==> src/sv/crlt_pkg.sv <==
// Shared types, constants and controller/datapath interface structs for the range lock table.
package crlt_pkg;

  localparam int NUM_CHUNKS_DEF     = 1024;
  localparam int REQUESTER_BITS_DEF = 8;
  localparam int COUNT_BITS_DEF     = 8;

  localparam int REQ_PORT_W  = 8;
  localparam int RANGE_W     = 40;
  localparam int DIV_W       = 41;
  localparam int CHUNK_MIN   = 16;
  localparam int STATUS_W    = 2;

  typedef enum logic [STATUS_W-1:0] {
    ST_OK   = 2'd0,
    ST_BUSY = 2'd1,
    ST_ERR  = 2'd2
  } status_t;

  typedef enum logic {
    ACT_LOCK   = 1'b0,
    ACT_UNLOCK = 1'b1
  } action_t;

  typedef struct packed {
    logic load;
    logic walk_start;
    logic step;
    logic update_mode;
    logic clear_step;
  } dp_cmd_t;

  typedef struct packed {
    logic    len_zero;
    logic    div_done;
    logic    range_err;
    logic    issued_all;
    logic    walk_done;
    logic    clear_done;
    status_t chk_status;
  } dp_sts_t;

endpackage

==> src/sv/crlt_ctrl.sv <==
// Controller state machine that sequences clearing, division, check and update passes.
module crlt_ctrl (
  input  logic                           clk,
  input  logic                           rst_n,
  input  logic                           in_valid,
  output logic                           in_ready,
  output logic                           out_valid,
  input  logic                           out_ready,
  output logic [crlt_pkg::STATUS_W-1:0]  out_status,
  output crlt_pkg::dp_cmd_t              cmd,
  input  crlt_pkg::dp_sts_t              sts
);
  import crlt_pkg::*;

  typedef enum logic [6:0] {
    S_CLEAR  = 7'b0000001,
    S_IDLE   = 7'b0000010,
    S_DIV    = 7'b0000100,
    S_CHECK  = 7'b0001000,
    S_EVAL   = 7'b0010000,
    S_UPDATE = 7'b0100000,
    S_FIN    = 7'b1000000
  } state_t;

  state_t  state_r;
  state_t  state_nxt;
  status_t res_r;
  status_t res_nxt;
  logic    out_valid_r;
  status_t out_status_r;
  logic    out_free;

  assign out_free = !out_valid_r || out_ready;
  assign in_ready = (state_r == S_IDLE);

  always_comb begin
    state_nxt = state_r;
    res_nxt   = res_r;
    cmd       = '0;
    unique case (state_r)
      S_CLEAR: begin
        cmd.clear_step = 1'b1;
        if (sts.clear_done) begin
          state_nxt = S_IDLE;
        end
      end
      S_IDLE: begin
        if (in_valid) begin
          cmd.load  = 1'b1;
          state_nxt = S_DIV;
        end
      end
      S_DIV: begin
        priority if (sts.len_zero) begin
          res_nxt   = ST_OK;
          state_nxt = S_FIN;
        end else if (sts.div_done && sts.range_err) begin
          res_nxt   = ST_ERR;
          state_nxt = S_FIN;
        end else if (sts.div_done) begin
          cmd.walk_start = 1'b1;
          state_nxt      = S_CHECK;
        end
      end
      S_CHECK: begin
        cmd.step = !sts.issued_all;
        if (sts.walk_done) begin
          state_nxt = S_EVAL;
        end
      end
      S_EVAL: begin
        if (sts.chk_status != ST_OK) begin
          res_nxt   = sts.chk_status;
          state_nxt = S_FIN;
        end else begin
          cmd.walk_start = 1'b1;
          state_nxt      = S_UPDATE;
        end
      end
      S_UPDATE: begin
        cmd.update_mode = 1'b1;
        cmd.step        = !sts.issued_all;
        if (sts.walk_done) begin
          res_nxt   = ST_OK;
          state_nxt = S_FIN;
        end
      end
      S_FIN: begin
        if (out_free) begin
          state_nxt = S_IDLE;
        end
      end
      default: begin
        state_nxt = S_CLEAR;
      end
    endcase
  end

  always_ff @(posedge clk) begin
    if (!rst_n) begin
      state_r     <= S_CLEAR;
      out_valid_r <= 1'b0;
    end else begin
      state_r <= state_nxt;
      if ((state_r == S_FIN) && out_free) begin
        out_valid_r <= 1'b1;
      end else if (out_ready) begin
        out_valid_r <= 1'b0;
      end
    end
  end

  always_ff @(posedge clk) begin
    res_r <= res_nxt;
    if ((state_r == S_FIN) && out_free) begin
      out_status_r <= res_r;
    end
  end

  assign out_valid  = out_valid_r;
  assign out_status = out_status_r;

endmodule

==> config.mk <==
export PLATFORM = sky130hd
export DESIGN_NAME = crlt_ctrl
export DESIGN_NICKNAME = d
export VERILOG_FILES = /design/src/sv/crlt_pkg.sv /design/src/sv/crlt_ctrl.sv
export SDC_FILE = /design/constraint.sdc
export NUM_CORES = 1
export LEC_CHECK = 0
export BUFFER_PORTS_ARGS = -buffer_cell sky130_fd_sc_hd__buf_2
export CAP_MARGIN = 20
export CELL_PAD_IN_SITES_DETAIL_PLACEMENT = 0
export CELL_PAD_IN_SITES_GLOBAL_PLACEMENT = 1
export CORE_MARGIN = 5
export CORE_UTILIZATION = 35
export CTS_CLUSTER_DIAMETER = 100
export DETAILED_ROUTE_END_ITERATION = 12
export PLACE_DENSITY_LB_ADDON = 0.1
export SETUP_SLACK_MARGIN = 0.15
export SLEW_MARGIN = 0
export SYNTH_ARGS = -nofsm -noshare
export SYNTH_HDL_FRONTEND = slang
export SYNTH_SLANG_ARGS = --single-unit
==> constraint.sdc <==
create_clock -name clk -period 1.47 [get_ports clk]
set_input_delay 0.2205 -clock clk [delete_from_list [all_inputs] [get_ports clk]]
set_output_delay 0.2205 -clock clk [all_outputs]
set_load 0.01 [all_outputs]
==> impl_metrics.yaml, run 1 <==
clock_network:
  cts_tree: "done"
  root_buffer: "sky130_fd_sc_hd__clkbuf_4"
  cts-htree-levels: 1
  clock_insertion_delay_worst_skew_ns: 0.27
  cts.hold.buffers_added: 0
  clkSinkCount: 12
  cts_inserted_buffers: 3
  clock_tree.buffer_depth: 2
  clk_pin_slew_ns: 0.08
floorplanning:
  dieHeight_um: 60.3
  boundaryPins: 21
  dieArea_mm2: 0.00364
  cell_rows: 18
  width_of_the_die_um: 60.3
  starting_utilization_of_the_core_area_pct: 36.1
  design.core.area_mm2: 0.00245
global_route:
  grt_start_max_net_pins: 10
  globalRouteOverflowTotal: 0
  grt_usage_pct: 16.2
  grt_pass1_wl_um: 4290
  first_global_vias: 941
  antenna_found_initial: 0
placed_design:
  numPortBuffers: 20
  routabilityCongestion: 0.774
  place_ws_ns: -0.104
  post-dp-hpwl_um: 1820
  detailed_place.area_mm2: 0.00115
timing:
  worst_pin_slew_ns: 0.318
  final.min_clock_period_ns: 1.75
  period_share_pct: 119
  final.hold.worst_slack_ns: 0.262
  timing.slew.headroom_pct: 78.6
  grt_setup_unrepaired: "yes"
  hold_violations: 0
  setup-violations-final: 14
  timing_max_transition_violations_final: 0
  maxClockFrequency_mhz: 571
  fin_worst_skew_ns: 0.00399
  final_critical_path_setup_slack_ns: -0.283
synthesis:
  yosys_warning_total: 0
  synthesis.nets: 107
  ys_ff_latch: 12
  postSynthCellCount: 95
  synth_seq_area_share_pct: 31.6
  synth_edf_count: 4
  yosys_most_used_dff: "sky130_fd_sc_hd__dfxtp_1"
  syn-cell-area_um2: 886
  asyncSetResetFlopFracSynth_pct: 0
  synth_cell_type_count: 45
  avg_synthesized_cell_area_um2: 9.32
power_and_ir_drop:
  power.density_cell_area_mw_per_mm2: 556
  power_leakage_nw: 0.686
  vdd_drop_max_mv: 0.531
  totalPowerFinal_mw: 0.838
status:
  run_status: "finished, violations left"
  violated_checks: "negative setup slack"
worst_setup_path:
  cp_slowest_stage_delay_ns: 0.42
  critPathKind: "register to output port"
  crit_path_cell_trace: "or3_4 -> nor2_4 -> nand3_4 -> o32ai_2 -> buf_2"
  timing.critical_path.buf_inv: 1
  timing.critical_path.slowest_stage_cell: "sky130_fd_sc_hd__or3_4"
  critical_path.startpoint_type: "register"
  cp_data_arrival_time_ns: 1.53
  critical_path_peak_fanout: 3
  critPathCaptureType: "output port"
  worstPathRequired_ns: 1.25
  cp_top_family: "simple AND/OR/NAND/NOR gates"
cells_and_area:
  final.fill_count: 196
  drive_above_1_share_pct: 65.6
  multi_input_comb_area_um2: 642
  final_area_mm2: 0.00151
  postLayoutCoreUtil_pct: 61.3
  insertedDiodeCount: 0
  layout.nets: 164
  synthToLayoutAreaGrowth_pct: 69.9
  register_area_um2: 295
detailed_routing:
  first_iter_violations: 15
  drt_pass1_iterations: 4
  post-route-drc-count: 0
  wire_per_inst_um: 15.6
  vias_per_cell: 5.27
  num_vias: 953
  drt-total-wl_um: 2820
  ant_nets: 0
worst_hold_path:
  worstHoldPathType: "input port to register"
run:
  maxCapViolations: 0
Yosys cell counts, types with 2 or more instances:
| cell | instances | area share, % |
|---|---|---|
| sky130_fd_sc_hd__nand2b_1 | 4 | 2.8 |
| sky130_fd_sc_hd__o22ai_1 | 2 | 1.4 |
| sky130_fd_sc_hd__inv_1 | 4 | 1.7 |
| sky130_fd_sc_hd__buf_6 | 6 | 7.6 |
| sky130_fd_sc_hd__dfxtp_1 | 8 | 18 |
| sky130_fd_sc_hd__or2_2 | 2 | 1.4 |
| sky130_fd_sc_hd__nor3b_1 | 2 | 1.7 |
| sky130_fd_sc_hd__nand3_1 | 3 | 1.7 |
| sky130_fd_sc_hd__a21oi_1 | 2 | 1.1 |
| sky130_fd_sc_hd__o21ai_0 | 4 | 2.3 |
| sky130_fd_sc_hd__o32ai_1 | 2 | 2.0 |
| sky130_fd_sc_hd__edfxtp_1 | 4 | 14 |
| sky130_fd_sc_hd__xor2_1 | 2 | 2.0 |
| sky130_fd_sc_hd__o21a_1 | 2 | 1.7 |
| sky130_fd_sc_hd__nor2_1 | 12 | 5.1 |
| sky130_fd_sc_hd__nand2_1 | 4 | 1.7 |
| sky130_fd_sc_hd__nor4_4 | 2 | 4.8 |
| sky130_fd_sc_hd__nor3_1 | 3 | 1.7 |
repair_timing:
item / CTS / global route
pin swaps: 11 / 3
setup endpoints to repair: 17 / 18
setup buffers: 12 / 6
gates resized for setup: 32 / 16
path summary, 6_finish.rpt:
check	startpoint	endpoint	slack [ns]	depth (start not counted)
worst max-delay path	state_r[6]	cmd[3]	-0.28	5
worst min-delay path	sts[3]	state_r[5]	0.26	3
worst max register to register	state_r[6]	res_r[1]	-0.24	5
worst min register to register	res_r[1]	out_status[1]	0.42	0
report_power, final:
| group | switching, mW | total, mW | internal [mW] |
|---|---|---|---|
| Combinational | 0.124 | 0.273 | 0.149 |
| Sequential | 0.00799 | 0.350 | 0.342 |
| Clock | 0.109 | 0.215 | 0.105 |
state kept, by name, indices dropped and copies added, names as in the netlist:
| signal | count |
|---|---|
| state_r | 7 |
| out_status | 2 |
| res_r | 2 |
| out_valid | 1 |
cell usage in the layout, fill, tap and decap left out, types with 3 or more instances in the layout:
cell	count
sky130_fd_sc_hd__edfxtp_1	4
sky130_fd_sc_hd__o21ai_0	4
sky130_fd_sc_hd__buf_4	28
sky130_fd_sc_hd__nor2_1	7
sky130_fd_sc_hd__nand2b_1	4
sky130_fd_sc_hd__nor2_4	3
sky130_fd_sc_hd__dfxtp_4	3
sky130_fd_sc_hd__inv_1	4
sky130_fd_sc_hd__buf_2	17
sky130_fd_sc_hd__clkbuf_4	3
sky130_fd_sc_hd__buf_6	12
sky130_fd_sc_hd__dfxtp_2	3
sky130_fd_sc_hd__nand2_1	4
logic make-up after synthesis:
family                 Yosys count  synth area share [%]
XOR/XNOR                         3                  2.97
buffers and inverters           13                  11.0
AO/OA/AOI/OAI                   22                  18.2
flip-flops                      12                  31.6
AND/OR/NAND/NOR                 43                  33.3
multiplexers                     2                  2.82
per-layer routing:
metal | global-route usage [%] | wire (um)
met5 | 0 | 0
met4 | 2.85 | 22
met3 | 4.75 | 105
met2 | 30.2 | 1510
met1 | 18.2 | 1190
layout make-up:
class | instances | share of cell area [%]
Inverter | 5 | 1.25
Sequential cell | 12 | 19.6
Tap cell | 30 | 2.49
Clock buffer | 4 | 1.75
Timing Repair Buffer | 60 | 32.3
Multi-Input combinational cell | 70 | 42.6
stage by stage:
stage	setup TNS (ns)	std cells
6_report	-2.51	181
3_5_place_dp	-0.318	159
2_1_floorplan	-0.0434	95
3_3_place_gp	-0.394	159
4_1_cts	-2.09	175
5_1_grt	-3.37	181
worst min-delay path, cell delays in order:
cell	delay, ns
sky130_fd_sc_hd__buf_2	0.10
sky130_fd_sc_hd__o22a_1	0.14
sky130_fd_sc_hd__nor3_2	0.04
Note: power is estimated with default switching activity, not from simulation.
==> inputs of run 2 (changes only) <==
--- a/config.mk
+++ b/config.mk
@@ -7,13 +7,10 @@
 export LEC_CHECK = 0
 export BUFFER_PORTS_ARGS = -buffer_cell sky130_fd_sc_hd__buf_2
 export CAP_MARGIN = 20
-export CELL_PAD_IN_SITES_DETAIL_PLACEMENT = 0
-export CELL_PAD_IN_SITES_GLOBAL_PLACEMENT = 1
 export CORE_MARGIN = 5
 export CORE_UTILIZATION = 35
 export CTS_CLUSTER_DIAMETER = 100
 export DETAILED_ROUTE_END_ITERATION = 12
-export PLACE_DENSITY_LB_ADDON = 0.1
 export SETUP_SLACK_MARGIN = 0.15
 export SLEW_MARGIN = 0
 export SYNTH_ARGS = -nofsm -noshare
==> run 2 against run 1 <==
Compared with the run above:
- the run still ends with negative setup slack left
- worst hold slack got worse by 0.0065 ns
- die area unchanged
- cell count fell by 3.3%
- global-route usage decreased by 1.1 points
- clock skew shrank 0.0030 ns
- wire length down 8.5%
- combinational power fell by 14%
- sequential power about the same
- critical endpoint unchanged
- largest cell class unchanged
- largest power group unchanged
==> impl_metrics.yaml, run 2 (synthesized netlist as in run 1, its figures left out) <==
status:
  run_status: "finished, violations left"
  violated_checks: "negative setup slack"
clock_network:
  clkSinkCount: 12
  clk_pin_slew_ns: 0.08
  cts_tree: "done"
  cts_inserted_buffers: 3
  clock_tree.buffer_depth: 2
  root_buffer: "sky130_fd_sc_hd__clkbuf_4"
  clock_insertion_delay_worst_skew_ns: 0.27
  cts-htree-levels: 1
timing:
  period_share_pct: 118
  timing.slew.headroom_pct: 81.2
  fin_setup_tns_ns: -1.96
  worst_pin_slew_ns: 0.282
  fin_worst_skew_ns: 0.000973
  maxClockFrequency_mhz: 574
  final.hold.worst_slack_ns: 0.255
  grt_setup_unrepaired: "yes"
  final_critical_path_setup_slack_ns: -0.272
  timing_max_transition_violations_final: 0
  final.min_clock_period_ns: 1.74
  setup-violations-final: 12
  hold_violations: 0
worst_setup_path:
  critical_path.startpoint_type: "register"
  ff2ff_setup_slack_ns: -0.19
  critPathCaptureType: "output port"
  cp_slowest_stage_delay_ns: 0.43
  crit_path_cell_trace: "or3_4 -> nor2_4 -> nand3_2 -> o32ai_2 -> buf_2"
  timing.critical_path.slowest_stage_cell: "sky130_fd_sc_hd__or3_4"
  critPathKind: "register to output port"
  worstPathRequired_ns: 1.25
  critical_path_peak_fanout: 3
  cp_data_arrival_time_ns: 1.52
placed_design:
  routabilityCongestion: 0.892
  place_ws_ns: -0.113
  detailed_place.area_mm2: 0.00112
  numPortBuffers: 20
  post-dp-hpwl_um: 1810
cells_and_area:
  drive_above_1_share_pct: 60.7
  insertedDiodeCount: 0
  largest_reg_flops: 7
  mostFrequentLayoutCell: "sky130_fd_sc_hd__buf_4"
  layout_common_cells: "27 x sky130_fd_sc_hd__buf_4, 17 x sky130_fd_sc_hd__buf_2, 9 x sky130_fd_sc_hd__buf_6"
  synthToLayoutAreaGrowth_pct: 57.8
  final_area_mm2: 0.00140
  postLayoutCoreUtil_pct: 56.9
  largest_register: "state_r"
  layout.nets: 158
global_route:
  first_global_vias: 868
  grt_start_max_net_pins: 11
  grt_pass1_wl_um: 4050
  grt_usage_pct: 15.1
  antenna_found_initial: 0
  globalRouteOverflowTotal: 0
power_and_ir_drop:
  power.density_cell_area_mw_per_mm2: 573
  power_leakage_nw: 0.643
  vdd_drop_max_mv: 0.489
detailed_routing:
  drt_pass1_iterations: 4
  vias_per_cell: 5.18
  ant_nets: 0
  first_iter_violations: 22
  drt-total-wl_um: 2580
  num_vias: 907
  post-route-drc-count: 0
  wire_per_inst_um: 14.8
floorplanning:
  boundaryPins: 21
  design.core.area_mm2: 0.00245
  cell_rows: 18
  starting_utilization_of_the_core_area_pct: 36.1
  dieHeight_um: 60.3
  dieArea_mm2: 0.00364
  width_of_the_die_um: 60.3
worst_hold_path:
  worstHoldPathType: "input port to register"
run:
  maxCapViolations: 0
-- run 2: layout make-up --
type / instances / area (um2)
well taps: 30 / 37.5
fillers: 210 / 1060
clock buffers: 3 / 22.5
inverters: 5 / 18.8
repair buffers: 54 / 409
flip-flops and latches: 12 / 290
clock inverters: 1 / 3.75
multi-input cells: 70 / 616
-- run 2: routing by layer --
metal | share of wire, % | vias up | GRT usage, %
met1 | 41 | 432 | 17.3
met2 | 54 | 29 | 28.4
met5 | 0 | - | 0
li1 | - | 444 | -
met4 | 0.62 | 0 | 3.80
met3 | 4.2 | 2 | 2.81
-- run 2: repair_timing --
action / 4_1_cts / 5_1_grt
buffers inserted: 9 / 3
setup endpoints to repair: 17 / 19
hold buffers: 0 / 0
resized for setup: 27 / 7
pin swaps: 12 / 5
-- run 2: report_power, final --
part           internal (mW)  leakage (nW)  switching [mW]
combinational          0.129         0.523           0.107
sequential             0.346         0.104         0.00766
clock                 0.0983        0.0154           0.115
-- run 2: worst paths after layout --
check        cells past startpoint             to       start
max                              5         cmd[3]  state_r[1]
min                              3     state_r[5]      sts[3]
max reg2reg                      5       res_r[1]  state_r[1]
min reg2reg                      0  out_status[0]    res_r[0]
-- run 2: worst max-delay path, delay by kind of cell (launching register included) --
family / cells / cell delay [ns]
AOI/OAI and AO/OA: 1 / 0.11
and+or+nand+nor: 3 / 0.63
buffers and inverters: 1 / 0.17
DFF: 1 / 0.34
-- run 2: per-stage QoR --
stage          total power, mW  instances
3_5_place_dp             0.534        159
2_1_floorplan            0.474         95
4_1_cts                  0.783        172
6_report                 0.802        175
3_3_place_gp             0.532        159
5_1_grt                  0.847        175
==> inputs of run 3 (changes only) <==
--- a/config.mk
+++ b/config.mk
@@ -8,7 +8,7 @@
 export BUFFER_PORTS_ARGS = -buffer_cell sky130_fd_sc_hd__buf_2
 export CAP_MARGIN = 20
 export CORE_MARGIN = 5
-export CORE_UTILIZATION = 35
+export CORE_UTILIZATION = 40
 export CTS_CLUSTER_DIAMETER = 100
 export DETAILED_ROUTE_END_ITERATION = 12
 export SETUP_SLACK_MARGIN = 0.15
==> run 3 against run 2 <==
Compared with the run above:
- the run still ends with negative setup slack left
- utilization rose by 7.0 points
- register-to-register slack worse by 0.04 ns
- non-clock buffer count down 1
- setup slack worse by 0.047 ns
- design area decreased by 0.72%
- maximum frequency decreased by 2.6%
- clock skew grew 0.0091 ns
- critical path type unchanged
- largest cell class unchanged
- largest power group unchanged
==> impl_metrics.yaml, run 3 (synthesized netlist as in run 1, its figures left out) <==
global_route:
  globalRouteOverflowTotal: 0
  grt_pass1_wl_um: 4080
  grt_usage_pct: 15.8
  antenna_found_initial: 0
  first_global_vias: 906
  grt_start_max_net_pins: 11
cells_and_area:
  final_area_mm2: 0.00139
  instances_no_fill: 172
  synthToLayoutAreaGrowth_pct: 56.6
  largest_register: "state_r"
  drive_above_1_share_pct: 63.2
  postLayoutCoreUtil_pct: 64.0
  largest_reg_flops: 7
  layout_common_cells: "25 x sky130_fd_sc_hd__buf_4, 17 x sky130_fd_sc_hd__buf_2, 11 x sky130_fd_sc_hd__buf_6"
  final.fill_count: 184
  mostFrequentLayoutCell: "sky130_fd_sc_hd__buf_4"
  layout.nets: 157
  insertedDiodeCount: 0
clock_network:
  cts-htree-levels: 1
  clock_tree.buffer_depth: 2
  cts.hold.buffers_added: 0
  cts_tree: "done"
  cts_inserted_buffers: 3
  clkSinkCount: 12
  clk_pin_slew_ns: 0.08
  clock_insertion_delay_worst_skew_ns: 0.28
  root_buffer: "sky130_fd_sc_hd__clkbuf_4"
status:
  violated_checks: "negative setup slack"
  run_status: "finished, violations left"
placed_design:
  detailed_place.area_mm2: 0.00112
  numPortBuffers: 20
  place_ws_ns: -0.0980
  routabilityCongestion: 0.807
  post-place-cells: 157
  post-dp-hpwl_um: 1750
timing:
  final_critical_path_setup_slack_ns: -0.318
  grt_setup_unrepaired: "yes"
  setup-violations-final: 17
  timing.slew.headroom_pct: 73.7
  timing_max_transition_violations_final: 0
  final.min_clock_period_ns: 1.79
  fin_setup_tns_ns: -2.66
  fin_worst_skew_ns: 0.0101
  worst_pin_slew_ns: 0.394
  hold_violations: 0
  final.hold.worst_slack_ns: 0.242
  period_share_pct: 122
  maxClockFrequency_mhz: 559
floorplanning:
  boundaryPins: 21
  cell_rows: 17
  starting_utilization_of_the_core_area_pct: 40.8
  dieHeight_um: 57.1
  dieArea_mm2: 0.00326
  width_of_the_die_um: 57.1
  design.core.area_mm2: 0.00217
worst_setup_path:
  critPathCaptureType: "output port"
  critical_path.reg2reg.startpoint: "state_r[5]"
  timing.critical_path.from: "state_r[1]"
  cp_data_arrival_time_ns: 1.57
  critPathKind: "register to output port"
  critical_path_peak_fanout: 3
  critical_path.startpoint_type: "register"
  worstPathRequired_ns: 1.25
power_and_ir_drop:
  power_leakage_nw: 0.639
  vdd_drop_max_mv: 0.548
  power.density_cell_area_mw_per_mm2: 575
  totalPowerFinal_mw: 0.798
worst_hold_path:
  worstHoldPathType: "input port to register"
  hp-start: "sts[3]"
detailed_routing:
  wire_per_inst_um: 14.5
  drt_pass1_iterations: 4
  vias_per_cell: 5.15
  ant_nets: 0
  post-route-drc-count: 0
  drt-total-wl_um: 2490
  num_vias: 885
  first_iter_violations: 20
run:
  maxCapViolations: 0
## run 3: final timing paths
kind	end	slack, ns	depth (start not counted)
max	cmd[3]	-0.32	5
min	state_r[5]	0.24	3
max reg2reg	state_r[3]	-0.23	7
min reg2reg	out_status[0]	0.43	0
## run 3: cell type report
cell class / count / area [um2] / area share [%]
Multi-Input combinational cell: 70 / 622 / 44.8
Timing Repair Buffer: 53 / 397 / 28.6
Sequential cell: 12 / 289 / 20.8
Tap cell: 28 / 35.0 / 2.52
Clock buffer: 3 / 22.5 / 1.62
Inverter: 5 / 18.8 / 1.35
Clock inverter: 1 / 3.75 / 0.271
## run 3: routing by layer
metal | wire [um] | share of wire, % | GRT usage [%] | vias to the layer above
met2 | 1290 | 52 | 27.6 | 18
met4 | 33 | 1.3 | 3.97 | 0
met1 | 1070 | 43 | 18.9 | 419
li1 | - | - | - | 444
met3 | 102 | 4.1 | 4.75 | 4
met5 | 0 | 0 | 0 | -
## run 3: timing repair
item                                    4_1_cts  5_1_grt
buffers inserted                              8        3
pin swaps                                    14        6
endpoints found under the hold margin         0        0
endpoints found under the setup margin       17       19
resized for setup                            24       16
## run 3: power breakdown
part	total (mW)	leakage, nW	internal [mW]	switching, mW
registers	0.354	0.104	0.346	0.00793
clock network	0.207	0.0154	0.0984	0.109
logic	0.237	0.520	0.129	0.108
## run 3: worst max-delay path, stage by stage, from the launching register on
cell and delay (ns):
sky130_fd_sc_hd__dfxtp_2 0.34, sky130_fd_sc_hd__buf_6 0.11, sky130_fd_sc_hd__nor4_4 0.28, sky130_fd_sc_hd__nand2_1 0.14
sky130_fd_sc_hd__o32ai_2 0.24, sky130_fd_sc_hd__buf_2 0.18
